===== src/design/wsp_pkg.sv =====
package wsp_pkg;

    // Parser phases.
    typedef enum logic [3:0] {
        PH_RIFF  = 4'd0,
        PH_RSIZE = 4'd1,
        PH_WAVE  = 4'd2,
        PH_HDR   = 4'd3,
        PH_FMT   = 4'd4,
        PH_DATA  = 4'd5,
        PH_SKIP  = 4'd6,
        PH_PAD   = 4'd7,
        PH_HALT  = 4'd8
    } phase_t;

    // Result item kinds.
    typedef enum logic [1:0] {
        KIND_SAMPLE = 2'd0,
        KIND_FORMAT = 2'd1,
        KIND_ERROR  = 2'd2,
        KIND_END    = 2'd3
    } kind_t;

    // Status codes carried by error and end items.
    typedef enum logic [2:0] {
        ST_OK          = 3'd0,
        ST_NOT_RIFF    = 3'd1,
        ST_NOT_WAVE    = 3'd2,
        ST_NOT_PCM     = 3'd3,
        ST_ZERO_CHAN   = 3'd4,
        ST_BAD_BITS    = 3'd5,
        ST_MISSING_FMT = 3'd6
    } status_t;

    // Chunk tags as they appear after four little-endian byte shifts.
    localparam logic [31:0] TAG_RIFF = 32'h4646_4952;
    localparam logic [31:0] TAG_WAVE = 32'h4556_4157;
    localparam logic [31:0] TAG_FMT  = 32'h2074_6D66;
    localparam logic [31:0] TAG_DATA = 32'h6174_6164;

    // Sign flip that turns offset-binary 8-bit samples into two's complement.
    localparam logic [31:0] OFFSET_BIN_FLIP = 32'h8000_0000;

    // PCM format code.
    localparam logic [15:0] FMT_PCM = 16'd1;

    // Depth of the result queue; must be a power of two and at least 4.
    localparam int OUT_DEPTH = 4;

    typedef struct packed {
        logic [7:0] data_byte;
        logic       first_byte;
        logic       last_byte;
    } in_item_t;

    typedef struct packed {
        kind_t              kind;
        status_t            status;
        logic [15:0]        channel;
        logic               frame_end;
        logic signed [31:0] sample;
        logic [15:0]        num_channels;
        logic [31:0]        sample_rate;
        logic [15:0]        bits_per_sample;
        logic               last;
    } out_item_t;

    // Results produced by one accepted byte: zero, one or two items.
    typedef struct packed {
        logic [1:0] count;
        out_item_t  item0;
        out_item_t  item1;
    } out_push_t;

endpackage


===== src/design/wav_stream_parser_top.sv =====
// WAV stream parser.
// Input channel (in_valid/in_ready/in_data) takes one byte of a RIFF/WAVE file
// per item, with first_byte marking the start of a file and last_byte its end.
// Output channel (out_valid/out_ready/out_data) delivers result items: PCM
// samples as left-justified signed Q1.31, a format report when the fmt chunk
// ends, an error item when the header is bad, and an end-of-file item after
// the byte marked last_byte. A byte causes zero, one or two result items.
// Each accepted byte is parsed in the cycle it is accepted and its results are
// written into a four-entry result queue, so an empty queue shows the first
// result in the cycle after acceptance. One byte is accepted per cycle while
// the queue has room for two more items; a byte that causes two results takes
// two queue entries, and ordinary sample data sustains one byte per cycle
// while the receiver keeps up. When the receiver stalls, the queue fills and
// in_ready drops until room for two items is free again; nothing is lost.
// Reset clears the parser to expect a RIFF tag and empties the queue.
// After an error the parser ignores bytes until the next first_byte or
// last_byte mark.
module wav_stream_parser_top
    import wsp_pkg::*;
(
    input  logic      clk,
    input  logic      rst_n,
    input  logic      in_valid,
    output logic      in_ready,
    input  in_item_t  in_data,
    output logic      out_valid,
    input  logic      out_ready,
    output out_item_t out_data
);

    phase_t      phase_reg,      phase_next;
    logic [2:0]  field_pos_reg,  field_pos_next;
    logic [4:0]  fmt_off_reg,    fmt_off_next;
    logic [31:0] tag_reg,        tag_next;
    logic [31:0] chunk_len_reg,  chunk_len_next;
    logic [31:0] remain_reg,     remain_next;
    logic [15:0] format_reg,     format_next;
    logic [15:0] chan_total_reg, chan_total_next;
    logic [31:0] rate_reg,       rate_next;
    logic [15:0] width_reg,      width_next;
    logic        fmt_seen_reg,   fmt_seen_next;
    logic [31:0] smp_shift_reg,  smp_shift_next;
    logic [1:0]  smp_idx_reg,    smp_idx_next;
    logic [15:0] chan_cnt_reg,   chan_cnt_next;
    status_t     err_reg,        err_next;

    logic        in_fire;
    logic        has_room;
    out_push_t   push;

    assign in_ready = has_room;
    assign in_fire  = in_valid & in_ready;

    // One byte of parsing: state update and up to two result items.
    always_comb
    begin
        logic [7:0]  b;
        logic        fmt_end;
        logic        body_end;
        logic [2:0]  bps;
        logic [2:0]  idx_inc;
        logic        fe;
        logic [31:0] smp;
        out_item_t   r;

        b        = in_data.data_byte;
        fmt_end  = 1'b0;
        body_end = 1'b0;
        bps      = 3'd1;
        idx_inc  = 3'd0;
        fe       = 1'b0;
        smp      = '0;
        r        = '0;

        phase_next      = phase_reg;
        field_pos_next  = field_pos_reg;
        fmt_off_next    = fmt_off_reg;
        tag_next        = tag_reg;
        chunk_len_next  = chunk_len_reg;
        remain_next     = remain_reg;
        format_next     = format_reg;
        chan_total_next = chan_total_reg;
        rate_next       = rate_reg;
        width_next      = width_reg;
        fmt_seen_next   = fmt_seen_reg;
        smp_shift_next  = smp_shift_reg;
        smp_idx_next    = smp_idx_reg;
        chan_cnt_next   = chan_cnt_reg;
        err_next        = err_reg;
        push            = '0;

        if (in_fire)
        begin
            // A new file restarts the parser before its first byte.
            if (in_data.first_byte)
            begin
                phase_next      = PH_RIFF;
                field_pos_next  = '0;
                fmt_off_next    = '0;
                tag_next        = '0;
                chunk_len_next  = '0;
                remain_next     = '0;
                format_next     = FMT_PCM;
                chan_total_next = '0;
                rate_next       = '0;
                width_next      = '0;
                fmt_seen_next   = 1'b0;
                smp_shift_next  = '0;
                smp_idx_next    = '0;
                chan_cnt_next   = '0;
                err_next        = ST_OK;
            end

            case (phase_next)
                PH_RIFF, PH_WAVE:
                begin
                    tag_next = {b, tag_next[31:8]};
                    if (field_pos_next == 3'd3)
                    begin
                        field_pos_next = '0;
                        if (phase_next == PH_RIFF)
                        begin
                            if (tag_next != TAG_RIFF)
                            begin
                                err_next   = ST_NOT_RIFF;
                                phase_next = PH_HALT;
                            end
                            else
                            begin
                                phase_next = PH_RSIZE;
                            end
                        end
                        else
                        begin
                            if (tag_next != TAG_WAVE)
                            begin
                                err_next   = ST_NOT_WAVE;
                                phase_next = PH_HALT;
                            end
                            else
                            begin
                                phase_next = PH_HDR;
                            end
                        end
                        if (phase_next == PH_HALT)
                        begin
                            r        = '0;
                            r.kind   = KIND_ERROR;
                            r.status = err_next;
                            push.item0 = r;
                            push.count = 2'd1;
                        end
                    end
                    else
                    begin
                        field_pos_next = field_pos_next + 3'd1;
                    end
                end
                PH_RSIZE:
                begin
                    // The RIFF size is not needed; only its four bytes are counted.
                    if (field_pos_next == 3'd3)
                    begin
                        field_pos_next = '0;
                        phase_next     = PH_WAVE;
                    end
                    else
                    begin
                        field_pos_next = field_pos_next + 3'd1;
                    end
                end
                PH_HDR:
                begin
                    if (!field_pos_next[2])
                    begin
                        tag_next = {b, tag_next[31:8]};
                    end
                    else
                    begin
                        chunk_len_next = {b, chunk_len_next[31:8]};
                    end
                    if (field_pos_next == 3'd7)
                    begin
                        field_pos_next = '0;
                        remain_next    = chunk_len_next;
                        if (tag_next == TAG_FMT)
                        begin
                            phase_next   = PH_FMT;
                            fmt_off_next = '0;
                            fmt_end      = (chunk_len_next == '0);
                        end
                        else if (tag_next == TAG_DATA)
                        begin
                            if (!fmt_seen_next)
                            begin
                                err_next   = ST_MISSING_FMT;
                                phase_next = PH_HALT;
                                r          = '0;
                                r.kind     = KIND_ERROR;
                                r.status   = ST_MISSING_FMT;
                                push.item0 = r;
                                push.count = 2'd1;
                            end
                            else
                            begin
                                phase_next     = PH_DATA;
                                smp_shift_next = '0;
                                smp_idx_next   = '0;
                                chan_cnt_next  = '0;
                                body_end       = (chunk_len_next == '0);
                            end
                        end
                        else
                        begin
                            phase_next = PH_SKIP;
                            body_end   = (chunk_len_next == '0);
                        end
                    end
                    else
                    begin
                        field_pos_next = field_pos_next + 3'd1;
                    end
                end
                PH_FMT:
                begin
                    // Capture the fields at fixed offsets; the offset saturates past 15.
                    if (!fmt_off_next[4])
                    begin
                        case (fmt_off_next[3:0])
                            4'd0:    format_next[7:0]      = b;
                            4'd1:    format_next[15:8]     = b;
                            4'd2:    chan_total_next[7:0]  = b;
                            4'd3:    chan_total_next[15:8] = b;
                            4'd4:    rate_next[7:0]        = b;
                            4'd5:    rate_next[15:8]       = b;
                            4'd6:    rate_next[23:16]      = b;
                            4'd7:    rate_next[31:24]      = b;
                            4'd14:   width_next[7:0]       = b;
                            4'd15:   width_next[15:8]      = b;
                            default: ;
                        endcase
                        fmt_off_next = fmt_off_next + 5'd1;
                    end
                    fmt_end     = (remain_next == 32'd1);
                    remain_next = remain_next - 32'd1;
                end
                PH_DATA:
                begin
                    // Bytes per sample, clamped to one through four.
                    if (width_next[15:5] != '0)
                    begin
                        bps = 3'd4;
                    end
                    else if (width_next[4:3] == 2'd0)
                    begin
                        bps = 3'd1;
                    end
                    else
                    begin
                        bps = {1'b0, width_next[4:3]};
                    end
                    smp_shift_next = {b, smp_shift_next[31:8]};
                    idx_inc        = {1'b0, smp_idx_next} + 3'd1;
                    if (idx_inc >= bps)
                    begin
                        smp = smp_shift_next;
                        if (bps == 3'd1)
                        begin
                            smp = smp ^ OFFSET_BIN_FLIP;
                        end
                        fe = ({1'b0, chan_cnt_next} + 17'd1) >= {1'b0, chan_total_next};
                        r           = '0;
                        r.kind      = KIND_SAMPLE;
                        r.channel   = chan_cnt_next;
                        r.frame_end = fe;
                        r.sample    = smp;
                        push.item0  = r;
                        push.count  = 2'd1;
                        chan_cnt_next  = fe ? '0 : chan_cnt_next + 16'd1;
                        smp_shift_next = '0;
                        smp_idx_next   = '0;
                    end
                    else
                    begin
                        smp_idx_next = idx_inc[1:0];
                    end
                    body_end    = (remain_next == 32'd1);
                    remain_next = remain_next - 32'd1;
                end
                PH_SKIP:
                begin
                    body_end    = (remain_next == 32'd1);
                    remain_next = remain_next - 32'd1;
                end
                PH_PAD:
                begin
                    phase_next = PH_HDR;
                end
                default: ;
            endcase

            // End of the fmt chunk: checks in order, then an error item or the format report.
            if (fmt_end)
            begin
                r      = '0;
                r.kind = KIND_ERROR;
                if (format_next != FMT_PCM)
                begin
                    err_next = ST_NOT_PCM;
                end
                else if (chan_total_next == '0)
                begin
                    err_next = ST_ZERO_CHAN;
                end
                else if (!(width_next inside {16'd8, 16'd16, 16'd24, 16'd32}))
                begin
                    err_next = ST_BAD_BITS;
                end
                if (err_next != ST_OK)
                begin
                    phase_next = PH_HALT;
                    r.status   = err_next;
                end
                else
                begin
                    fmt_seen_next = 1'b1;
                    r.kind        = KIND_FORMAT;
                    body_end      = 1'b1;
                end
                push.item0 = r;
                push.count = 2'd1;
            end

            // End of a chunk body: a pad byte follows an odd length.
            if (body_end)
            begin
                phase_next = chunk_len_next[0] ? PH_PAD : PH_HDR;
            end

            // End-of-file item follows any result of this byte.
            if (in_data.last_byte)
            begin
                r      = '0;
                r.kind = KIND_END;
                if (err_next != ST_OK)
                begin
                    r.status = err_next;
                end
                else if (!fmt_seen_next)
                begin
                    r.status = ST_MISSING_FMT;
                end
                if (push.count == 2'd0)
                begin
                    push.item0 = r;
                    push.count = 2'd1;
                end
                else
                begin
                    push.item1 = r;
                    push.count = 2'd2;
                end
            end

            // Held fmt values go into every item; the final item is marked.
            push.item0.num_channels    = chan_total_next;
            push.item0.sample_rate     = rate_next;
            push.item0.bits_per_sample = width_next;
            push.item1.num_channels    = chan_total_next;
            push.item1.sample_rate     = rate_next;
            push.item1.bits_per_sample = width_next;
            push.item0.last            = (push.count == 2'd1);
            push.item1.last            = (push.count == 2'd2);

            // The parser returns to its reset state after the last byte.
            if (in_data.last_byte)
            begin
                phase_next      = PH_RIFF;
                field_pos_next  = '0;
                fmt_off_next    = '0;
                tag_next        = '0;
                chunk_len_next  = '0;
                remain_next     = '0;
                format_next     = FMT_PCM;
                chan_total_next = '0;
                rate_next       = '0;
                width_next      = '0;
                fmt_seen_next   = 1'b0;
                smp_shift_next  = '0;
                smp_idx_next    = '0;
                chan_cnt_next   = '0;
                err_next        = ST_OK;
            end
        end
    end

    // Parser state registers.
    always_ff @(posedge clk or negedge rst_n)
    begin
        if (!rst_n)
        begin
            phase_reg      <= PH_RIFF;
            field_pos_reg  <= '0;
            fmt_off_reg    <= '0;
            tag_reg        <= '0;
            chunk_len_reg  <= '0;
            remain_reg     <= '0;
            format_reg     <= FMT_PCM;
            chan_total_reg <= '0;
            rate_reg       <= '0;
            width_reg      <= '0;
            fmt_seen_reg   <= 1'b0;
            smp_shift_reg  <= '0;
            smp_idx_reg    <= '0;
            chan_cnt_reg   <= '0;
            err_reg        <= ST_OK;
        end
        else
        begin
            phase_reg      <= phase_next;
            field_pos_reg  <= field_pos_next;
            fmt_off_reg    <= fmt_off_next;
            tag_reg        <= tag_next;
            chunk_len_reg  <= chunk_len_next;
            remain_reg     <= remain_next;
            format_reg     <= format_next;
            chan_total_reg <= chan_total_next;
            rate_reg       <= rate_next;
            width_reg      <= width_next;
            fmt_seen_reg   <= fmt_seen_next;
            smp_shift_reg  <= smp_shift_next;
            smp_idx_reg    <= smp_idx_next;
            chan_cnt_reg   <= chan_cnt_next;
            err_reg        <= err_next;
        end
    end

    // Result queue between the parser and the output channel.
    wsp_out_fifo u_out_fifo (
        .clk       (clk),
        .rst_n     (rst_n),
        .push      (push),
        .has_room  (has_room),
        .out_valid (out_valid),
        .out_ready (out_ready),
        .out_data  (out_data)
    );

endmodule


===== src/design/wsp_out_fifo.sv =====
module wsp_out_fifo
    import wsp_pkg::*;
(
    input  logic      clk,
    input  logic      rst_n,
    input  out_push_t push,
    output logic      has_room,
    output logic      out_valid,
    input  logic      out_ready,
    output out_item_t out_data
);

    localparam int PtrW = $clog2(OUT_DEPTH);
    localparam int CntW = PtrW + 1;

    out_item_t         mem_reg [OUT_DEPTH];
    logic [PtrW-1:0]   head_reg;
    logic [PtrW-1:0]   head_next;
    logic [PtrW-1:0]   tail_reg;
    logic [PtrW-1:0]   tail_next;
    logic [CntW-1:0]   count_reg;
    logic [CntW-1:0]   count_next;
    logic              pop;

    // The head entry is presented whenever the queue holds anything.
    assign out_valid = (count_reg != '0);
    assign out_data  = mem_reg[head_reg];
    assign pop       = out_valid & out_ready;

    // Room for the worst case of two items from the next byte.
    assign has_room  = (count_reg <= CntW'(OUT_DEPTH - 2));

    // Pointer and occupancy updates.
    always_comb
    begin
        head_next  = pop ? head_reg + PtrW'(1) : head_reg;
        tail_next  = tail_reg + PtrW'(push.count);
        count_next = count_reg + CntW'(push.count) - CntW'(pop);
    end

    always_ff @(posedge clk or negedge rst_n)
    begin
        if (!rst_n)
        begin
            head_reg  <= '0;
            tail_reg  <= '0;
            count_reg <= '0;
        end
        else
        begin
            head_reg  <= head_next;
            tail_reg  <= tail_next;
            count_reg <= count_next;
        end
    end

    // Item storage; the second item of a byte lands behind the first.
    always_ff @(posedge clk)
    begin
        if (push.count != 2'd0)
        begin
            mem_reg[tail_reg] <= push.item0;
        end
        if (push.count == 2'd2)
        begin
            mem_reg[tail_reg + PtrW'(1)] <= push.item1;
        end
    end

endmodule


===== config.mk =====
export PLATFORM = sky130hd
export DESIGN_NAME = wav_stream_parser_top
export DESIGN_NICKNAME = d
export VERILOG_FILES = /design/src/design/wsp_pkg.sv /design/src/design/wav_stream_parser_top.sv /design/src/design/wsp_out_fifo.sv
export SDC_FILE = /design/constraint.sdc
export NUM_CORES = 2
export LEC_CHECK = 0
export ABC_AREA = 1
export BUFFER_PORTS_ARGS = -buffer_cell sky130_fd_sc_hd__buf_2
export CAP_MARGIN = 20
export CORE_MARGIN = 1.5
export CORE_UTILIZATION = 52
export DETAILED_ROUTE_END_ITERATION = 10
export PLACE_DENSITY = 0.76
export SYNTH_ARGS = -nofsm -noshare
export SYNTH_HDL_FRONTEND = slang
export SYNTH_SLANG_ARGS = --single-unit
export TNS_END_PERCENT = 20

===== constraint.sdc =====
create_clock -name clk -period 12.25 [get_ports clk]
set_input_delay 1.8375 -clock clk [delete_from_list [all_inputs] [get_ports clk]]
set_output_delay 1.8375 -clock clk [all_outputs]
set_load 0.05 [all_outputs]

==> out/summary.md <==
• **FP Rows** 97
• **maximum number of pins on one net before global-route repair** 125
• **global route overflow** 0
• **flip-flop count of the largest register, all copies and words added** 476
• **DRC** 0
• **number of hold violations in the final report** 0
• **timing-limited maximum frequency** 0.117 GHz
• **Worst VDD drop** 0.000192 V
• **height of the chip** 269 um
• **total wire length after detailed routing** 110 mm
• **number of slew-limit violations in the final report** 0
• **final critical-path setup slack** 3720 ps
• **CTS Root Cell** clkbuf_16
• **minimum clock period after layout** 8530 ps
• **proportion of synthesized chip area in sequential cells** 0.499
• **synthesized area divided by synthesized cell count** 7.92 um^2
• **power consumption** 8.54 mW
• **# Max-Cap Violations** 0
• **initial antenna violation count** 2
• **total clock buffers created by CTS** 77
• **slowest cell delay on critical path** 820 ps
• **TritonCTS Sinks** 717
• **width of the chip** 269 um
• **most used cells in the layout excluding fill and tap cells** 825 x nand2_1, 779 x nor2_1, 737 x o21ai_0
• **HP Class** reg2reg
• **most common cell type on the critical path** inv_1
• **drt via density** 6.06
• **boundary pin count** 135
• **cell area after synthesis** 36,800 um^2
• **post-cts gate resize count** 0
• **last weighted congestion value of the routability-driven placer** 0.941
• **kind of end point of the critical path** flip-flop
• **number of enable flip-flop cells after synthesis** 280
• **clk slew on worst S/H paths** 60 ps
• **result of the run** complete, no violations
• **nets@finish** 4,624
• **initial core utilization** 0.525
• **Max FO, Critical Path** 68
• **count of cell types in the netlist** 60
• **Setup Buffers After CTS** 0
• **clock tree from TritonCTS** yes
• **transition time at the pin with the least slew margin** 1140 ps
• **Antenna Diode Count** 0
• **Worst Skew** 33.5 ps
• **Max clock buf depth** 3
• **relative area change from synthesis to final layout** 9.20%
• **RSZ-0062 raised after global routing** no
• **# port buffers** 134
• **final worst path period share** 0.696
• **Synth warnings** 0
• **Crit path required time** 12,810 ps
• **Worst Path Arrival** 9090 ps
• **number of antenna-violating nets in the routed design** 0
• **Overall Global Routing Usage** 0.297
• **critical path class** in2reg
• **Synth Instances** 4,648
• **fraction of registers with async set/reset** 0.336
• **setup tns final** 0 ps
• **clock latency on the worst-skew pair** 660 ps
• **htree depth** 3
• **ys flop type** edfxtp_1
• **HPWL after DPL** 65.0 mm
• **post-detailed-route wirelength per cell** 19.6 um
• **core box area** 70,000 um^2
• **most frequent standard cell in the layout excluding fill and tap cells** nand2_1
• **power density over the cells** 212 nW/um^2
• **Relative slew margins** 0.240
• **vias post-DR** 33,800
• **wire length of the first global-routing pass** 171 mm
• **Total Die Area** 72,400 um^2
• **cts hold-fix bufs** 0
• **pre-CTS setup slack** 2990 ps
• **layout cells sized above 1** 0.0819
• **startpoint class of the critical path** input port
• **vias in the first global route** 31,000
• **Synth Net Count** 4,694
• **reported leakage power** 15.5 nW
• **worst hold-check slack** 452 ps
• **DRT Pass-1 Iters** 8
• **flip-flop and latch count after synthesis** 717
• **Setup-failing EPs final** 0
• **cell type of the slowest stage on the worst timing path** inv_4
• **Iter 0 DRT Violations** 4,257
metal layers:
| metal | up-vias | global-route usage | routed length (um) |
|---|---|---|---|
| met1 | 16100 | 0.411 | 45500 |
| met4 | 2 | 0.123 | 3970 |
| li1 | 15700 | - | - |
| met5 | - | 0 | 13 |
| met2 | 1771 | 0.470 | 50100 |
| met3 | 265 | 0.0405 | 9870 |
synth_stat cells (31+ instances only):
cell type  instances  area, um^2
a21oi_1          121         606
dfxtp_1          196        3920
nand3_1          136         681
o211ai_1          61         458
edfxtp_1         280        8410
nand4_1           43         269
nor2_1           781        2930
inv_1            354        1330
ha_1              31         388
dfrtp_1          240        6010
o22ai_1          250        1560
clkbuf_1         258         968
nand2_1          833        3130
o21ai_0          737        3690
final timing paths:
check                                           start                          to  slack (ps)  cells after the start
max                                        in_data[1]   u_out_fifo.mem_reg[3][94]        3720                     30
min                        u_out_fifo.mem_reg[1][105]  u_out_fifo.mem_reg[1][105]         450                      2
max reg2reg                          field_pos_reg[2]   u_out_fifo.mem_reg[3][94]        4780                     24
min reg2reg                u_out_fifo.mem_reg[1][105]  u_out_fifo.mem_reg[1][105]         450                      2
max in group asynchronous                       rst_n      u_out_fifo.head_reg[1]        9260                      2
min in group asynchronous                       rst_n                  tag_reg[0]        1340                      1
kinds of logic after synthesis:
group,synth area share
and+or+nand+nor,0.212
AOI/OAI and AO/OA,0.199
DFF,0.499
buffers and inverters,0.0755
adders and majority gates,0.0111
xor gates and xnor gates,0.00357
through the flow:
stage          cell area, um^2   util  std cells
3_3_place_gp             37600  0.538       5438
6_report                 40200  0.574       5581
5_1_grt                  40200  0.574       5581
4_1_cts                  40200  0.573       5580
3_5_place_dp             37600  0.538       5438
2_1_floorplan            36800      -       4648
where the power goes:
part           switching, mW  total, mW  internal (mW)  leakage (nW)
logic                   2.67       3.41          0.744          6.85
registers              0.151       2.80           2.65          7.44
clock network           1.01       2.33           1.32          1.23
total                   3.83       8.54           4.71          15.5
worst max-delay path: cells and delay by family:
| family | cells | cell delay (ps) |
|---|---|---|
| AOI/OAI and AO/OA | 5 | 660 |
| and+or+nand+nor | 10 | 1810 |
| adders and majority gates | 2 | 550 |
| buffers and inverters | 13 | 4080 |
area by class of cell:
cell class	instances	area, um^2
fillers	6202	29800
flip-flops and latches	717	18400
multi-input cells	3239	15700
clock buffers	111	2170
inverters	371	1420
well taps	940	1180
repair buffers	172	981
clock inverters	31	340
(Power assumes the default switching activity.)
